**config.mk**
```make
export PLATFORM = sky130hd
export DESIGN_NAME = srec_record_loader_flat
export DESIGN_NICKNAME = d
export VERILOG_FILES = /design/src/rtl/srec_pkg.sv /design/src/rtl/srec_ifs.sv /design/src/rtl/srec_front.sv /design/src/rtl/srec_back.sv /design/src/rtl/srec_record_loader.sv /design/src/flat_wrapper.sv
export SDC_FILE = /design/constraint.sdc
export NUM_CORES = 1
export LEC_CHECK = 0
export BUFFER_PORTS_ARGS = -buffer_cell sky130_fd_sc_hd__buf_2
export CAP_MARGIN = 10
export CORE_ASPECT_RATIO = 1.75
export CORE_MARGIN = 2
export CORE_UTILIZATION = 55
export CTS_CLUSTER_SIZE = 25
export DETAILED_ROUTE_END_ITERATION = 10
export GPL_ROUTABILITY_DRIVEN = 0
export PLACE_DENSITY = 0.74
export SLEW_MARGIN = 25
export SYNTH_ARGS = -nofsm -noshare
export SYNTH_HDL_FRONTEND = slang
export SYNTH_SLANG_ARGS = --single-unit
```
**constraint.sdc**
```tcl
create_clock -name clock -period 11.2 [get_ports clock]
set_input_delay 0.56 -clock clock [delete_from_list [all_inputs] [get_ports clock]]
set_output_delay 0.56 -clock clock [all_outputs]
set_load 0.01 [all_outputs]
```
**src/rtl/srec_pkg.sv**
```systemverilog
// Shared types, character codes and the character classifier of the S-record loader.
// Depends on nothing.
package srec_pkg;

   localparam int QUEUE_DEPTH = 2;

   localparam logic [7:0] CHAR_S = 8'h53;
   localparam logic [7:0] CHAR_0 = 8'h30;
   localparam logic [7:0] CHAR_3 = 8'h33;
   localparam logic [7:0] CHAR_7 = 8'h37;

   localparam logic [3:0] S0_ADDR_DIGITS = 4'd4;
   localparam logic [3:0] S3_ADDR_DIGITS = 4'd8;
   localparam logic [7:0] S0_OVERHEAD    = 8'd3;
   localparam logic [7:0] S3_OVERHEAD    = 8'd5;

   typedef enum logic [1:0] {
      KIND_WRITE,
      KIND_DONE,
      KIND_TYPE,
      KIND_HEX
   } kind_type;

   typedef enum logic [2:0] {
      PH_HUNT,
      PH_TYPE,
      PH_COUNT,
      PH_S0ADR,
      PH_S0DAT,
      PH_S3ADR,
      PH_S3DAT
   } phase_type;

   // One classified character as it travels from front to back.
   typedef struct packed {
      logic       is_s;
      logic       hex_ok;
      logic [3:0] nib;
      logic [7:0] chr;
   } token_type;

   function automatic token_type classify(input logic [7:0] c);
      token_type t;
      t.chr    = c;
      t.is_s   = (c == CHAR_S);
      t.hex_ok = 1'b0;
      t.nib    = c[3:0];
      if (c >= 8'h30 && c <= 8'h39) begin
         t.hex_ok = 1'b1;
      end else if ((c >= 8'h41 && c <= 8'h46) || (c >= 8'h61 && c <= 8'h66)) begin
         t.hex_ok = 1'b1;
         t.nib    = c[3:0] + 4'd9;
      end
      return t;
   endfunction

endpackage

```
**src/rtl/srec_ifs.sv**
```systemverilog
// Valid/ready channel interfaces for the S-record loader: characters in, results out.
// Depends on nothing.
interface srec_char_if;
   logic       valid;
   logic       ready;
   logic [7:0] char_in;

   modport source (output valid, output char_in, input ready);
   modport sink (input valid, input char_in, output ready);
endinterface

interface srec_rsp_if;
   logic        valid;
   logic        ready;
   logic [1:0]  kind;
   logic [31:0] write_address;
   logic [7:0]  write_byte;

   modport source (output valid, output kind, output write_address, output write_byte,
                   input ready);
   modport sink (input valid, input kind, input write_address, input write_byte,
                 output ready);
endinterface

```
**src/rtl/srec_front.sv**
```systemverilog
// Front end: accepts characters, classifies them and holds them in a short queue.
// Depends on srec_pkg and srec_char_if.
module srec_front #(
   parameter int Depth = srec_pkg::QUEUE_DEPTH
) (
   input  logic                clock,
   input  logic                reset,
   srec_char_if.sink           req_chan,
   output logic                q_valid,
   output srec_pkg::token_type q_tok,
   input  logic                q_pop
);
   localparam int PtrW = (Depth > 1) ? $clog2(Depth) : 1;
   localparam int CntW = $clog2(Depth + 1);
   localparam logic [PtrW-1:0] LastPtr = PtrW'(Depth - 1);
   localparam logic [CntW-1:0] FullCnt = CntW'(Depth);

   srec_pkg::token_type entry_ff [Depth];
   logic [PtrW-1:0] wr_ptr_ff, wr_ptr_in;
   logic [PtrW-1:0] rd_ptr_ff, rd_ptr_in;
   logic [CntW-1:0] count_ff, count_in;
   logic push, pop;

   assign req_chan.ready = (count_ff != FullCnt);
   assign push = req_chan.valid && req_chan.ready;
   assign q_valid = (count_ff != '0);
   assign pop = q_pop && q_valid;
   assign q_tok = entry_ff[rd_ptr_ff];

   always_comb begin
      wr_ptr_in = wr_ptr_ff;
      rd_ptr_in = rd_ptr_ff;
      count_in  = count_ff;
      if (push) begin
         wr_ptr_in = (wr_ptr_ff == LastPtr) ? '0 : wr_ptr_ff + 1'b1;
      end
      if (pop) begin
         rd_ptr_in = (rd_ptr_ff == LastPtr) ? '0 : rd_ptr_ff + 1'b1;
      end
      if (push && !pop) begin
         count_in = count_ff + 1'b1;
      end else if (pop && !push) begin
         count_in = count_ff - 1'b1;
      end
   end

   always_ff @(posedge clock) begin
      if (reset) begin
         wr_ptr_ff <= '0;
         rd_ptr_ff <= '0;
         count_ff  <= '0;
      end else begin
         wr_ptr_ff <= wr_ptr_in;
         rd_ptr_ff <= rd_ptr_in;
         count_ff  <= count_in;
      end
   end

   always_ff @(posedge clock) begin
      if (push) begin
         entry_ff[wr_ptr_ff] <= srec_pkg::classify(req_chan.char_in);
      end
   end

endmodule

```
**src/rtl/srec_back.sv**
```systemverilog
// Back end: record parser state machine and the result output register.
// Depends on srec_pkg and srec_rsp_if.
module srec_back (
   input  logic                clock,
   input  logic                reset,
   input  logic                q_valid,
   input  srec_pkg::token_type q_tok,
   output logic                q_pop,
   srec_rsp_if.source          rsp_chan
);
   srec_pkg::phase_type phase_ff, phase_in;
   logic        halted_ff, halted_in;
   logic [7:0]  type_ff, type_in;
   logic [7:0]  left_ff, left_in;
   logic [3:0]  digit_ff, digit_in;
   logic [31:0] addr_ff, addr_in;
   logic [7:0]  acc_ff, acc_in;
   logic [7:0]  index_ff, index_in;

   logic                rsp_valid_ff, rsp_valid_in;
   srec_pkg::kind_type  rsp_kind_ff, rsp_kind_in;
   logic [31:0]         rsp_addr_ff, rsp_addr_in;
   logic [7:0]          rsp_byte_ff, rsp_byte_in;

   logic        live, emit;
   logic [3:0]  dig_inc;
   logic        adr_last, byte_last;
   logic [7:0]  acc_new, left_dec;
   logic        is_t0, is_t3, is_t7;

   // Take the next item only when the output register is free or draining.
   assign q_pop = q_valid && (!rsp_valid_ff || rsp_chan.ready);
   assign live  = q_pop && !halted_ff;

   assign dig_inc   = digit_ff + 4'd1;
   assign adr_last  = dig_inc == ((phase_ff == srec_pkg::PH_S0ADR) ?
                                  srec_pkg::S0_ADDR_DIGITS : srec_pkg::S3_ADDR_DIGITS);
   assign byte_last = (digit_ff != 4'd0);
   assign acc_new   = {acc_ff[3:0], q_tok.nib};
   assign left_dec  = (left_ff == 8'd0) ? 8'd0 : left_ff - 8'd1;
   assign is_t0     = (type_ff == srec_pkg::CHAR_0);
   assign is_t3     = (type_ff == srec_pkg::CHAR_3);
   assign is_t7     = (type_ff == srec_pkg::CHAR_7);

   // Next phase.
   always_comb begin
      phase_in = phase_ff;
      if (live) begin
         case (phase_ff)
            srec_pkg::PH_HUNT: begin
               phase_in = q_tok.is_s ? srec_pkg::PH_TYPE : srec_pkg::PH_HUNT;
            end
            srec_pkg::PH_TYPE: begin
               phase_in = srec_pkg::PH_COUNT;
            end
            srec_pkg::PH_COUNT: begin
               if (!q_tok.hex_ok) begin
                  phase_in = srec_pkg::PH_HUNT;
               end else if (byte_last) begin
                  if (is_t0) phase_in = srec_pkg::PH_S0ADR;
                  else if (is_t3) phase_in = srec_pkg::PH_S3ADR;
                  else phase_in = srec_pkg::PH_HUNT;
               end
            end
            srec_pkg::PH_S0ADR, srec_pkg::PH_S3ADR: begin
               if (!q_tok.hex_ok) begin
                  phase_in = srec_pkg::PH_HUNT;
               end else if (adr_last) begin
                  if (left_ff == 8'd0) phase_in = srec_pkg::PH_HUNT;
                  else if (phase_ff == srec_pkg::PH_S0ADR) phase_in = srec_pkg::PH_S0DAT;
                  else phase_in = srec_pkg::PH_S3DAT;
               end
            end
            srec_pkg::PH_S0DAT, srec_pkg::PH_S3DAT: begin
               if (!q_tok.hex_ok || (byte_last && left_dec == 8'd0)) begin
                  phase_in = srec_pkg::PH_HUNT;
               end
            end
            default: phase_in = srec_pkg::PH_HUNT;
         endcase
      end
   end

   // Field registers, stop flag and result.
   always_comb begin
      halted_in   = halted_ff;
      type_in     = type_ff;
      left_in     = left_ff;
      digit_in    = digit_ff;
      addr_in     = addr_ff;
      acc_in      = acc_ff;
      index_in    = index_ff;
      emit        = 1'b0;
      rsp_kind_in = srec_pkg::KIND_WRITE;
      rsp_addr_in = 32'd0;
      rsp_byte_in = 8'd0;
      if (live) begin
         case (phase_ff)
            srec_pkg::PH_HUNT: begin
            end
            srec_pkg::PH_TYPE: begin
               type_in  = q_tok.chr;
               digit_in = 4'd0;
               acc_in   = 8'd0;
            end
            default: begin
               if (!q_tok.hex_ok) begin
                  halted_in   = 1'b1;
                  emit        = 1'b1;
                  rsp_kind_in = srec_pkg::KIND_HEX;
               end else if (phase_ff == srec_pkg::PH_S0ADR ||
                            phase_ff == srec_pkg::PH_S3ADR) begin
                  addr_in  = {addr_ff[27:0], q_tok.nib};
                  digit_in = adr_last ? 4'd0 : dig_inc;
                  if (adr_last) acc_in = 8'd0;
               end else if (!byte_last) begin
                  acc_in   = acc_new;
                  digit_in = dig_inc;
               end else if (phase_ff == srec_pkg::PH_COUNT) begin
                  digit_in = 4'd0;
                  acc_in   = 8'd0;
                  addr_in  = 32'd0;
                  index_in = 8'd0;
                  if (is_t0) begin
                     left_in = (acc_new >= srec_pkg::S0_OVERHEAD) ?
                               acc_new - srec_pkg::S0_OVERHEAD : 8'd0;
                  end else if (is_t3) begin
                     left_in = (acc_new >= srec_pkg::S3_OVERHEAD) ?
                               acc_new - srec_pkg::S3_OVERHEAD : 8'd0;
                  end else begin
                     left_in     = acc_new;
                     halted_in   = 1'b1;
                     emit        = 1'b1;
                     rsp_kind_in = is_t7 ? srec_pkg::KIND_DONE : srec_pkg::KIND_TYPE;
                  end
               end else begin
                  digit_in = 4'd0;
                  acc_in   = 8'd0;
                  index_in = index_ff + 8'd1;
                  left_in  = left_dec;
                  if (phase_ff == srec_pkg::PH_S3DAT) begin
                     emit        = 1'b1;
                     rsp_kind_in = srec_pkg::KIND_WRITE;
                     rsp_addr_in = addr_ff + {24'd0, index_ff};
                     rsp_byte_in = acc_new;
                  end
               end
            end
         endcase
      end
   end

   always_comb begin
      rsp_valid_in = rsp_valid_ff;
      if (emit) begin
         rsp_valid_in = 1'b1;
      end else if (rsp_chan.ready) begin
         rsp_valid_in = 1'b0;
      end
   end

   always_ff @(posedge clock) begin
      if (reset) begin
         phase_ff     <= srec_pkg::PH_HUNT;
         halted_ff    <= 1'b0;
         rsp_valid_ff <= 1'b0;
         type_ff      <= 8'd0;
         left_ff      <= 8'd0;
         digit_ff     <= 4'd0;
         addr_ff      <= 32'd0;
         acc_ff       <= 8'd0;
         index_ff     <= 8'd0;
      end else begin
         phase_ff     <= phase_in;
         halted_ff    <= halted_in;
         rsp_valid_ff <= rsp_valid_in;
         type_ff      <= type_in;
         left_ff      <= left_in;
         digit_ff     <= digit_in;
         addr_ff      <= addr_in;
         acc_ff       <= acc_in;
         index_ff     <= index_in;
      end
   end

   always_ff @(posedge clock) begin
      if (emit) begin
         rsp_kind_ff <= rsp_kind_in;
         rsp_addr_ff <= rsp_addr_in;
         rsp_byte_ff <= rsp_byte_in;
      end
   end

   assign rsp_chan.valid         = rsp_valid_ff;
   assign rsp_chan.kind          = rsp_kind_ff;
   assign rsp_chan.write_address = rsp_addr_ff;
   assign rsp_chan.write_byte    = rsp_byte_ff;

endmodule

```
**src/rtl/srec_record_loader.sv**
```systemverilog
// S-record loader top level: the front queue feeding the record parser.
// Depends on srec_pkg, srec_ifs, srec_front and srec_back.
//
// Takes Motorola S-record text one character per cycle on req_chan and gives
// memory writes (kind 0), an end-of-load mark on S7 (kind 1) or a stop on an
// unknown record type (kind 2) or a bad hex digit (kind 3) on rsp_chan. After
// any stop the block drains and drops input until reset. Sustained rate is one
// character per cycle, set by the parser state update in the back end; a result
// is registered: its last character is written into the queue, the parser reads
// it at the queue head and the result is loaded into the output register. While
// a result waits on rsp_chan the parser holds, and input is taken only until
// the queue of QueueDepth characters is full.
module srec_record_loader #(
   parameter int QueueDepth = srec_pkg::QUEUE_DEPTH
) (
   input logic         clock,
   input logic         reset,
   srec_char_if.sink   req_chan,
   srec_rsp_if.source  rsp_chan
);
   logic                q_valid;
   logic                q_pop;
   srec_pkg::token_type q_tok;

   srec_front #(
      .Depth(QueueDepth)
   ) u_front (
      .clock   (clock),
      .reset   (reset),
      .req_chan(req_chan),
      .q_valid (q_valid),
      .q_tok   (q_tok),
      .q_pop   (q_pop)
   );

   srec_back u_back (
      .clock   (clock),
      .reset   (reset),
      .q_valid (q_valid),
      .q_tok   (q_tok),
      .q_pop   (q_pop),
      .rsp_chan(rsp_chan)
   );

endmodule

```
**src/flat_wrapper.sv**
```systemverilog
// flat-port wrapper written by rule: the top's interface ports become plain ports
module srec_record_loader_flat 
#(
   parameter int QueueDepth = srec_pkg::QUEUE_DEPTH
)
  (clock, reset, req_chan_valid, req_chan_char_in, req_chan_ready, rsp_chan_valid, rsp_chan_kind, rsp_chan_write_address, rsp_chan_write_byte, rsp_chan_ready);
  srec_char_if req_chan_i ();
  srec_rsp_if rsp_chan_i ();
  input logic clock;
  input logic reset;
  input wire logic [$bits(req_chan_i.valid)-1:0] req_chan_valid;
  input wire logic [$bits(req_chan_i.char_in)-1:0] req_chan_char_in;
  output wire logic [$bits(req_chan_i.ready)-1:0] req_chan_ready;
  output wire logic [$bits(rsp_chan_i.valid)-1:0] rsp_chan_valid;
  output wire logic [$bits(rsp_chan_i.kind)-1:0] rsp_chan_kind;
  output wire logic [$bits(rsp_chan_i.write_address)-1:0] rsp_chan_write_address;
  output wire logic [$bits(rsp_chan_i.write_byte)-1:0] rsp_chan_write_byte;
  input wire logic [$bits(rsp_chan_i.ready)-1:0] rsp_chan_ready;
  assign req_chan_i.valid = req_chan_valid;
  assign req_chan_i.char_in = req_chan_char_in;
  assign req_chan_ready = req_chan_i.ready;
  assign rsp_chan_valid = rsp_chan_i.valid;
  assign rsp_chan_kind = rsp_chan_i.kind;
  assign rsp_chan_write_address = rsp_chan_i.write_address;
  assign rsp_chan_write_byte = rsp_chan_i.write_byte;
  assign rsp_chan_i.ready = rsp_chan_ready;
  srec_record_loader #(.QueueDepth(QueueDepth)) u_core (.clock(clock), .reset(reset), .req_chan(req_chan_i), .rsp_chan(rsp_chan_i));
endmodule
```
==> results.yml, run 1 <==
setup_path:
  crit_type: "register to register"
  r2r_setup_slack_ns: 8.06
  crit_slowest_cell: "mux2i_1"
  cp.required_ns: 11.46
  cp-end-kind: "register"
  max_stage_delay_ns: 0.51
  critPathArrivalTime_ns: 3.41
  crit_chain: "buf_4 -> mux2i_1 -> ha_1 -> nor2b_1 -> o32ai_1 -> and4_1 -> o21ai_2 -> a22o_1 -> a221oi_1 -> nor3_1"
  worst_setup_path_start_kind: "register"
  crit_fanout: 23
cells_and_area:
  postLayoutCoreUtil_pct: 64.3
  drive_gt1_share_pct: 14.0
  final_common_cell: "nor2_1"
  nets: 829
  area_growth_pct: 14.1
  n_fill_cell: 1044
  mostFrequentLayoutCells: "nor2_1, dfxtp_1, edfxtp_1"
  insertedDiodeCount: 0
global_routing:
  grt_pass1_vias: 5676
  antenna_found_initial: 0
  track_usage_pct: 23.5
  grt_overflow_total: 0
  grt_max_degree: 71
  grt_pass1_wl_mm: 27.0
job:
  maxCapViolCount: 0
synthesis:
  synth-edff-count: 70
  syn_area_per_cell_um2: 9.75
  syn-cell-area_mm2: 0.00733
  synth_cells: 751
  ys_ff_latch: 144
  yosys_warnings: 0
  yosysSeqAreaShare_pct: 48.9
  synthArstFlopShare_pct: 0
  synthFlopType: "dfxtp_1"
  synth_fp_nets: 785
  synth.distinct_cells: 68
clock_tree:
  path_clk_slew_ns: 0.06
  cts_tree: "yes"
  cts.sinks: 144
  post_cts_buffers: 0
  clock_latency_ns: 0.42
  cts_resized: 0
  clock_path_buffers: 2
  cts_htree_levels: 4
  cts-hold-fix-buffers: 0
  cts_buffers: 17
  root_buffer: "clkbuf_16"
routing:
  drt_wl_total_mm: 16.1
  vias: 5768
  avgRoutedWirePerCell_um: 16.5
  drtIter0Drc: 371
  ant_nets: 0
  vias_per_cell: 5.89
  dr.pass1.iters: 5
  drc: 0
sta:
  rsz0062_at_grt: "false"
  setup_viol: 0
  finalSetupTns_ns: 0
  max_freq_mhz: 318
  worst_pin_slew_ns: 0.991
  slew_viol_final: 0
  maxSlewHeadroom_pct: 33.9
  period_share_pct: 28.0
  period_needed_ns: 3.14
  finalHoldViolCount: 0
  skew_ns: 0.00963
floorplanning:
  dieHeight_um: 157
  num_rows: 55
  start_util_pct: 56.3
  fp.dieW_um: 91.2
  die_area_mm2: 0.0143
  io_pins: 56
  coreArea_mm2: 0.0130
outcome:
  status: "finished clean"
power:
  p_int_mw: 1.11
  ir_worst_vdd_mv: 0.122
  sw_frac_of_total_pct: 27.6
  pwr-share-comb_pct: 18.2
  power.density_mw_per_mm2: 184
  pwr-share-seq_pct: 42.0
  switchingPower_uw: 425
  clkPwrFrac_pct: 39.8
  p_leak_nw: 2.97
min_path:
  worst_hold_path_type: "primary input to register"
placed_design:
  portBuffers: 55
  hpwlAfterDp_mm: 11.5
[final timing paths]
kind | endpoint | cells after the start | startpoint
hold / removal | u_core.u_front.entry_ff[1][6]$_DFFE_PP_ | 1 | req_chan_char_in[6]
setup reg to reg | u_core.u_back.left_ff[3]$_SDFFE_PP0P_ | 10 | register
hold reg to reg | u_core.u_back.halted_ff$_SDFFE_PP0P_ | 2 | u_core.u_back.halted_ff$_SDFFE_PP0P_
setup / recovery | u_core.u_back.left_ff[3]$_SDFFE_PP0P_ | 10 | register
[registers in the layout, summed over array words and instances (netlist names), named ones only]
signal,cells
u_core.u_back.addr_ff,32
u_core.u_front.entry_ff,28
u_core.u_front.rd_ptr_ff,1
u_core.u_back.rsp_chan.write_byte,8
u_core.u_back.rsp_chan.kind,2
u_core.u_back.rsp_chan.valid,1
u_core.u_back.rsp_chan.write_address,32
u_core.u_back.index_ff,8
u_core.u_back.phase_ff,3
u_core.u_front.count_ff,2
u_core.u_back.left_ff,8
u_core.u_back.type_ff,8
u_core.u_back.acc_ff,4
u_core.u_back.halted_ff,1
u_core.u_front.wr_ptr_ff,1
u_core.u_back.digit_ff,4
[critical path, delay by kind of cell (launching register included)]
family,cells,cell delay [ns]
adders and majority gates,1,0.30
AOI/OAI and AO/OA,4,1.10
and+or+nand+nor,3,0.45
muxes,1,0.51
buffers and inverters,1,0.30
DFF,1,0.30
[final cells by class]
cell class,count,area [um^2],share of cell area (%)
sequential,144,3580,42.9
multi-input combinational,546,3510,42.0
clock buffer,19,433,5.18
timing repair buffer,59,305,3.65
tap,171,214,2.56
clock inverter,13,211,2.53
inverter,27,101,1.21
[cell families after synthesis]
| kind of cell | after synthesis | synth area share [%] |
|---|---|---|
| buffers and inverters | 61 | 3.35 |
| adder cells (fa/ha/maj) | 22 | 3.86 |
| AO/OA/AOI/OAI | 156 | 14.6 |
| AND/OR/NAND/NOR | 297 | 20.3 |
| flip-flops | 144 | 48.9 |
| multiplexers | 23 | 3.21 |
| XOR/XNOR | 48 | 5.74 |
[metal layers]
metal  up-vias  part of all wire, %  global-route usage [%]
met4         0                  4.3                    14.1
li1       2824                    -                       -
met2       175                   56                    44.5
met3        57                  3.1                    3.80
met1      2712                   37                    23.8
met5         -                    0                       0
[power by group through the flow]
stage,Combinational (mW),Clock [mW],Sequential (mW)
after global routing,0.309,0.647,0.652
after floorplan,0.200,0,0.657
final,0.280,0.612,0.646
after CTS,0.280,0.620,0.645
after global placement,0.272,0,0.654
after detailed placement,0.277,0,0.656
[cell usage after synthesis (23+ instances only)]
| cell type | number | area [um^2] |
|---|---|---|
| nor2_1 | 126 | 473 |
| a21oi_1 | 34 | 170 |
| clkbuf_1 | 23 | 86.3 |
| xor2_1 | 25 | 219 |
| nand2_1 | 37 | 139 |
| nand3_1 | 23 | 115 |
| inv_1 | 27 | 101 |
| dfxtp_1 | 74 | 1480 |
| edfxtp_1 | 70 | 2100 |
| xnor2_1 | 23 | 201 |
| a22oi_1 | 33 | 248 |
| o21ai_0 | 27 | 135 |
[metrics by stage]
| stage | setup slack, ns | total power [mW] | hold WS [ns] | instance area, um^2 | std cells |
|---|---|---|---|---|---|
| 3_5_place_dp | 8.13 | 0.933 | 0.482 | 7710 | 947 |
| 5_1_grt | 7.88 | 1.61 | 0.359 | 8360 | 979 |
| 2_1_floorplan | 7.48 | 0.856 | 0.456 | 7330 | 751 |
| 4_1_cts | 8.08 | 1.55 | 0.347 | 8360 | 979 |
| 3_3_place_gp | 8.26 | 0.926 | 0.471 | 7710 | 947 |
| 6_report | 8.06 | 1.54 | 0.361 | 8360 | 979 |
Power figures use the tool's default switching activity.
==> run 2, diff against run 1 <==
clock period = 2.9 ns   (was 11.2 ns; I/O delays follow)
==> results.yml, run 2 (synthesized netlist as in run 1, its figures left out) <==
global_routing:
  track_usage_pct: 24.4
  grt_pass1_vias: 5772
  grt_pass1_wl_mm: 27.5
  grt_max_degree: 46
  antenna_found_initial: 0
  grt_overflow_total: 0
job:
  maxCapViolCount: 0
routing:
  drtIter0Drc: 357
  avgRoutedWirePerCell_um: 16.8
  ant_nets: 0
  drc: 0
  vias_per_cell: 5.85
  dr.pass1.iters: 5
  drt_wl_total_mm: 16.8
  vias: 5861
sta:
  slew_viol_final: 0
  setup_viol: 0
  worst_slack_ns: 0.229
  period_share_pct: 92.1
  finalHoldViolCount: 0
  worst_pin_slew_ns: 0.825
  rsz0062_at_grt: "false"
  finalSetupTns_ns: 0
  maxSlewHeadroom_pct: 45.0
  period_needed_ns: 2.67
  skew_ns: 0.00812
  max_freq_mhz: 374
floorplanning:
  die_area_mm2: 0.0143
  io_pins: 56
  dieHeight_um: 157
  fp.dieW_um: 91.2
  num_rows: 55
  coreArea_mm2: 0.0130
  start_util_pct: 56.3
clock_tree:
  clock_latency_ns: 0.43
  path_clk_slew_ns: 0.06
  post_cts_buffers: 0
  cts_buffers: 17
  cts_htree_levels: 4
  cts_tree: "yes"
  root_buffer: "clkbuf_16"
  cts.sinks: 144
  clock_path_buffers: 2
setup_path:
  r2r_setup_slack_ns: 0.23
  cp.required_ns: 3.21
  crit_end: "u_core.u_back.left_ff[3]$_SDFFE_PP0P_"
  r2r-end: "u_core.u_back.left_ff[3]$_SDFFE_PP0P_"
  r2r_cells: 9
  cp-end-kind: "register"
  crit_type: "register to register"
  critPathArrivalTime_ns: 2.98
  crit_fanout: 6
  worst_setup_path_start_kind: "register"
cells_and_area:
  register_area_mm2: 0.00358
  n_fill_cell: 1000
  insertedDiodeCount: 0
  drive_gt1_share_pct: 15.5
  mostFrequentLayoutCells: "nor2_1, dfxtp_1, edfxtp_1"
  area_growth_pct: 16.0
  multi_input_comb_area_mm2: 0.00351
  nets: 852
  final_common_cell: "nor2_1"
power:
  pwr-share-comb_pct: 20.0
  clkPwrFrac_pct: 36.6
  pwr-share-seq_pct: 43.4
  ir_worst_vdd_mv: 0.496
  sw_frac_of_total_pct: 30.5
  p_leak_nw: 3.05
  power_mw: 5.78
  p_int_mw: 4.02
  switchingPower_mw: 1.76
  power.density_mw_per_mm2: 681
placed_design:
  hpwlAfterDp_mm: 12.0
  portBuffers: 55
  post-place-ws_ns: 0.245
min_path:
  worst_hold_path_type: "primary input to register"
  whs_path_depth: 1
outcome:
  status: "finished clean"
==> run 2: cell types whose count changed in the layout (fill, tap and decap cells not counted), moves of 2 or more <==
cell / change
buf_4: +15
bufinv_16: -4
clkbuf_1: -2
clkinv_2: -2
clkinvlp_4: +2
dlygate4sd3_1: +7
inv_6: +2
inv_8: +3
==> run 2: final cells by class <==
cell class / count / area share, %
Sequential cell: 144 / 42.2
Multi-Input combinational cell: 546 / 41.3
Timing Repair Buffer: 82 / 5.98
Clock buffer: 17 / 5.01
Tap cell: 171 / 2.52
Clock inverter: 15 / 1.78
Inverter: 27 / 1.19
==> run 2: worst min path at each step <==
stage	from	slack, ns	endpoint
after global placement	req_chan_char_in[6]	0.37	u_core.u_front.entry_ff[1][6]$_DFFE_PP_
after global routing	req_chan_char_in[2]	0.04	u_core.u_front.entry_ff[0][2]$_DFFE_PP_
after CTS	req_chan_char_in[2]	0.01	u_core.u_front.entry_ff[0][2]$_DFFE_PP_
final	req_chan_char_in[2]	0.03	u_core.u_front.entry_ff[0][2]$_DFFE_PP_
after floorplan	req_chan_char_in[0]	0.24	u_core.u_front.entry_ff[0][0]$_DFFE_PP_
after detailed placement	req_chan_char_in[6]	0.37	u_core.u_front.entry_ff[1][6]$_DFFE_PP_
==> run 2: repair_timing <==
action,4_1_cts,5_1_grt
hold buffers,7,0
resized for setup,0,0
hold endpoints to repair,14,0
==> run 2: power groups by stage <==
stage	sequential [mW]	combinational [mW]	clock, mW
after floorplan	2.54	0.779	0
after global placement	2.53	1.10	0
after detailed placement	2.54	1.13	0
after CTS	2.50	1.15	2.15
after global routing	2.53	1.26	2.24
final	2.51	1.16	2.12
==> run 2: metal layers <==
metal	global-route usage [%]	share of wire [%]
met1	23.7	36
met2	46.2	56
met3	4.33	3.5
met4	16.2	5.0
met5	0	0
==> run 2: critical path: stages (launching register included) <==
cell      delay, ns
dfxtp_1        0.43
mux2i_1        0.27
inv_1          0.14
ha_1           0.29
or4_4          0.46
o31ai_4        0.09
a21oi_1        0.20
a22o_1         0.28
a221oi_1       0.30
nor3_1         0.09
==> run 2: through the flow <==
step / area, um^2 / hold WS [ns] / utilization (%) / cells
after detailed placement: 7850 / 0.368 / 60.3 / 963
after global routing: 8500 / 0.0381 / 65.3 / 1002
after CTS: 8500 / 0.0134 / 65.3 / 1002
after floorplan: 7340 / 0.244 / - / 751
after global placement: 7850 / 0.367 / 60.3 / 963
final: 8500 / 0.0340 / 65.3 / 1002
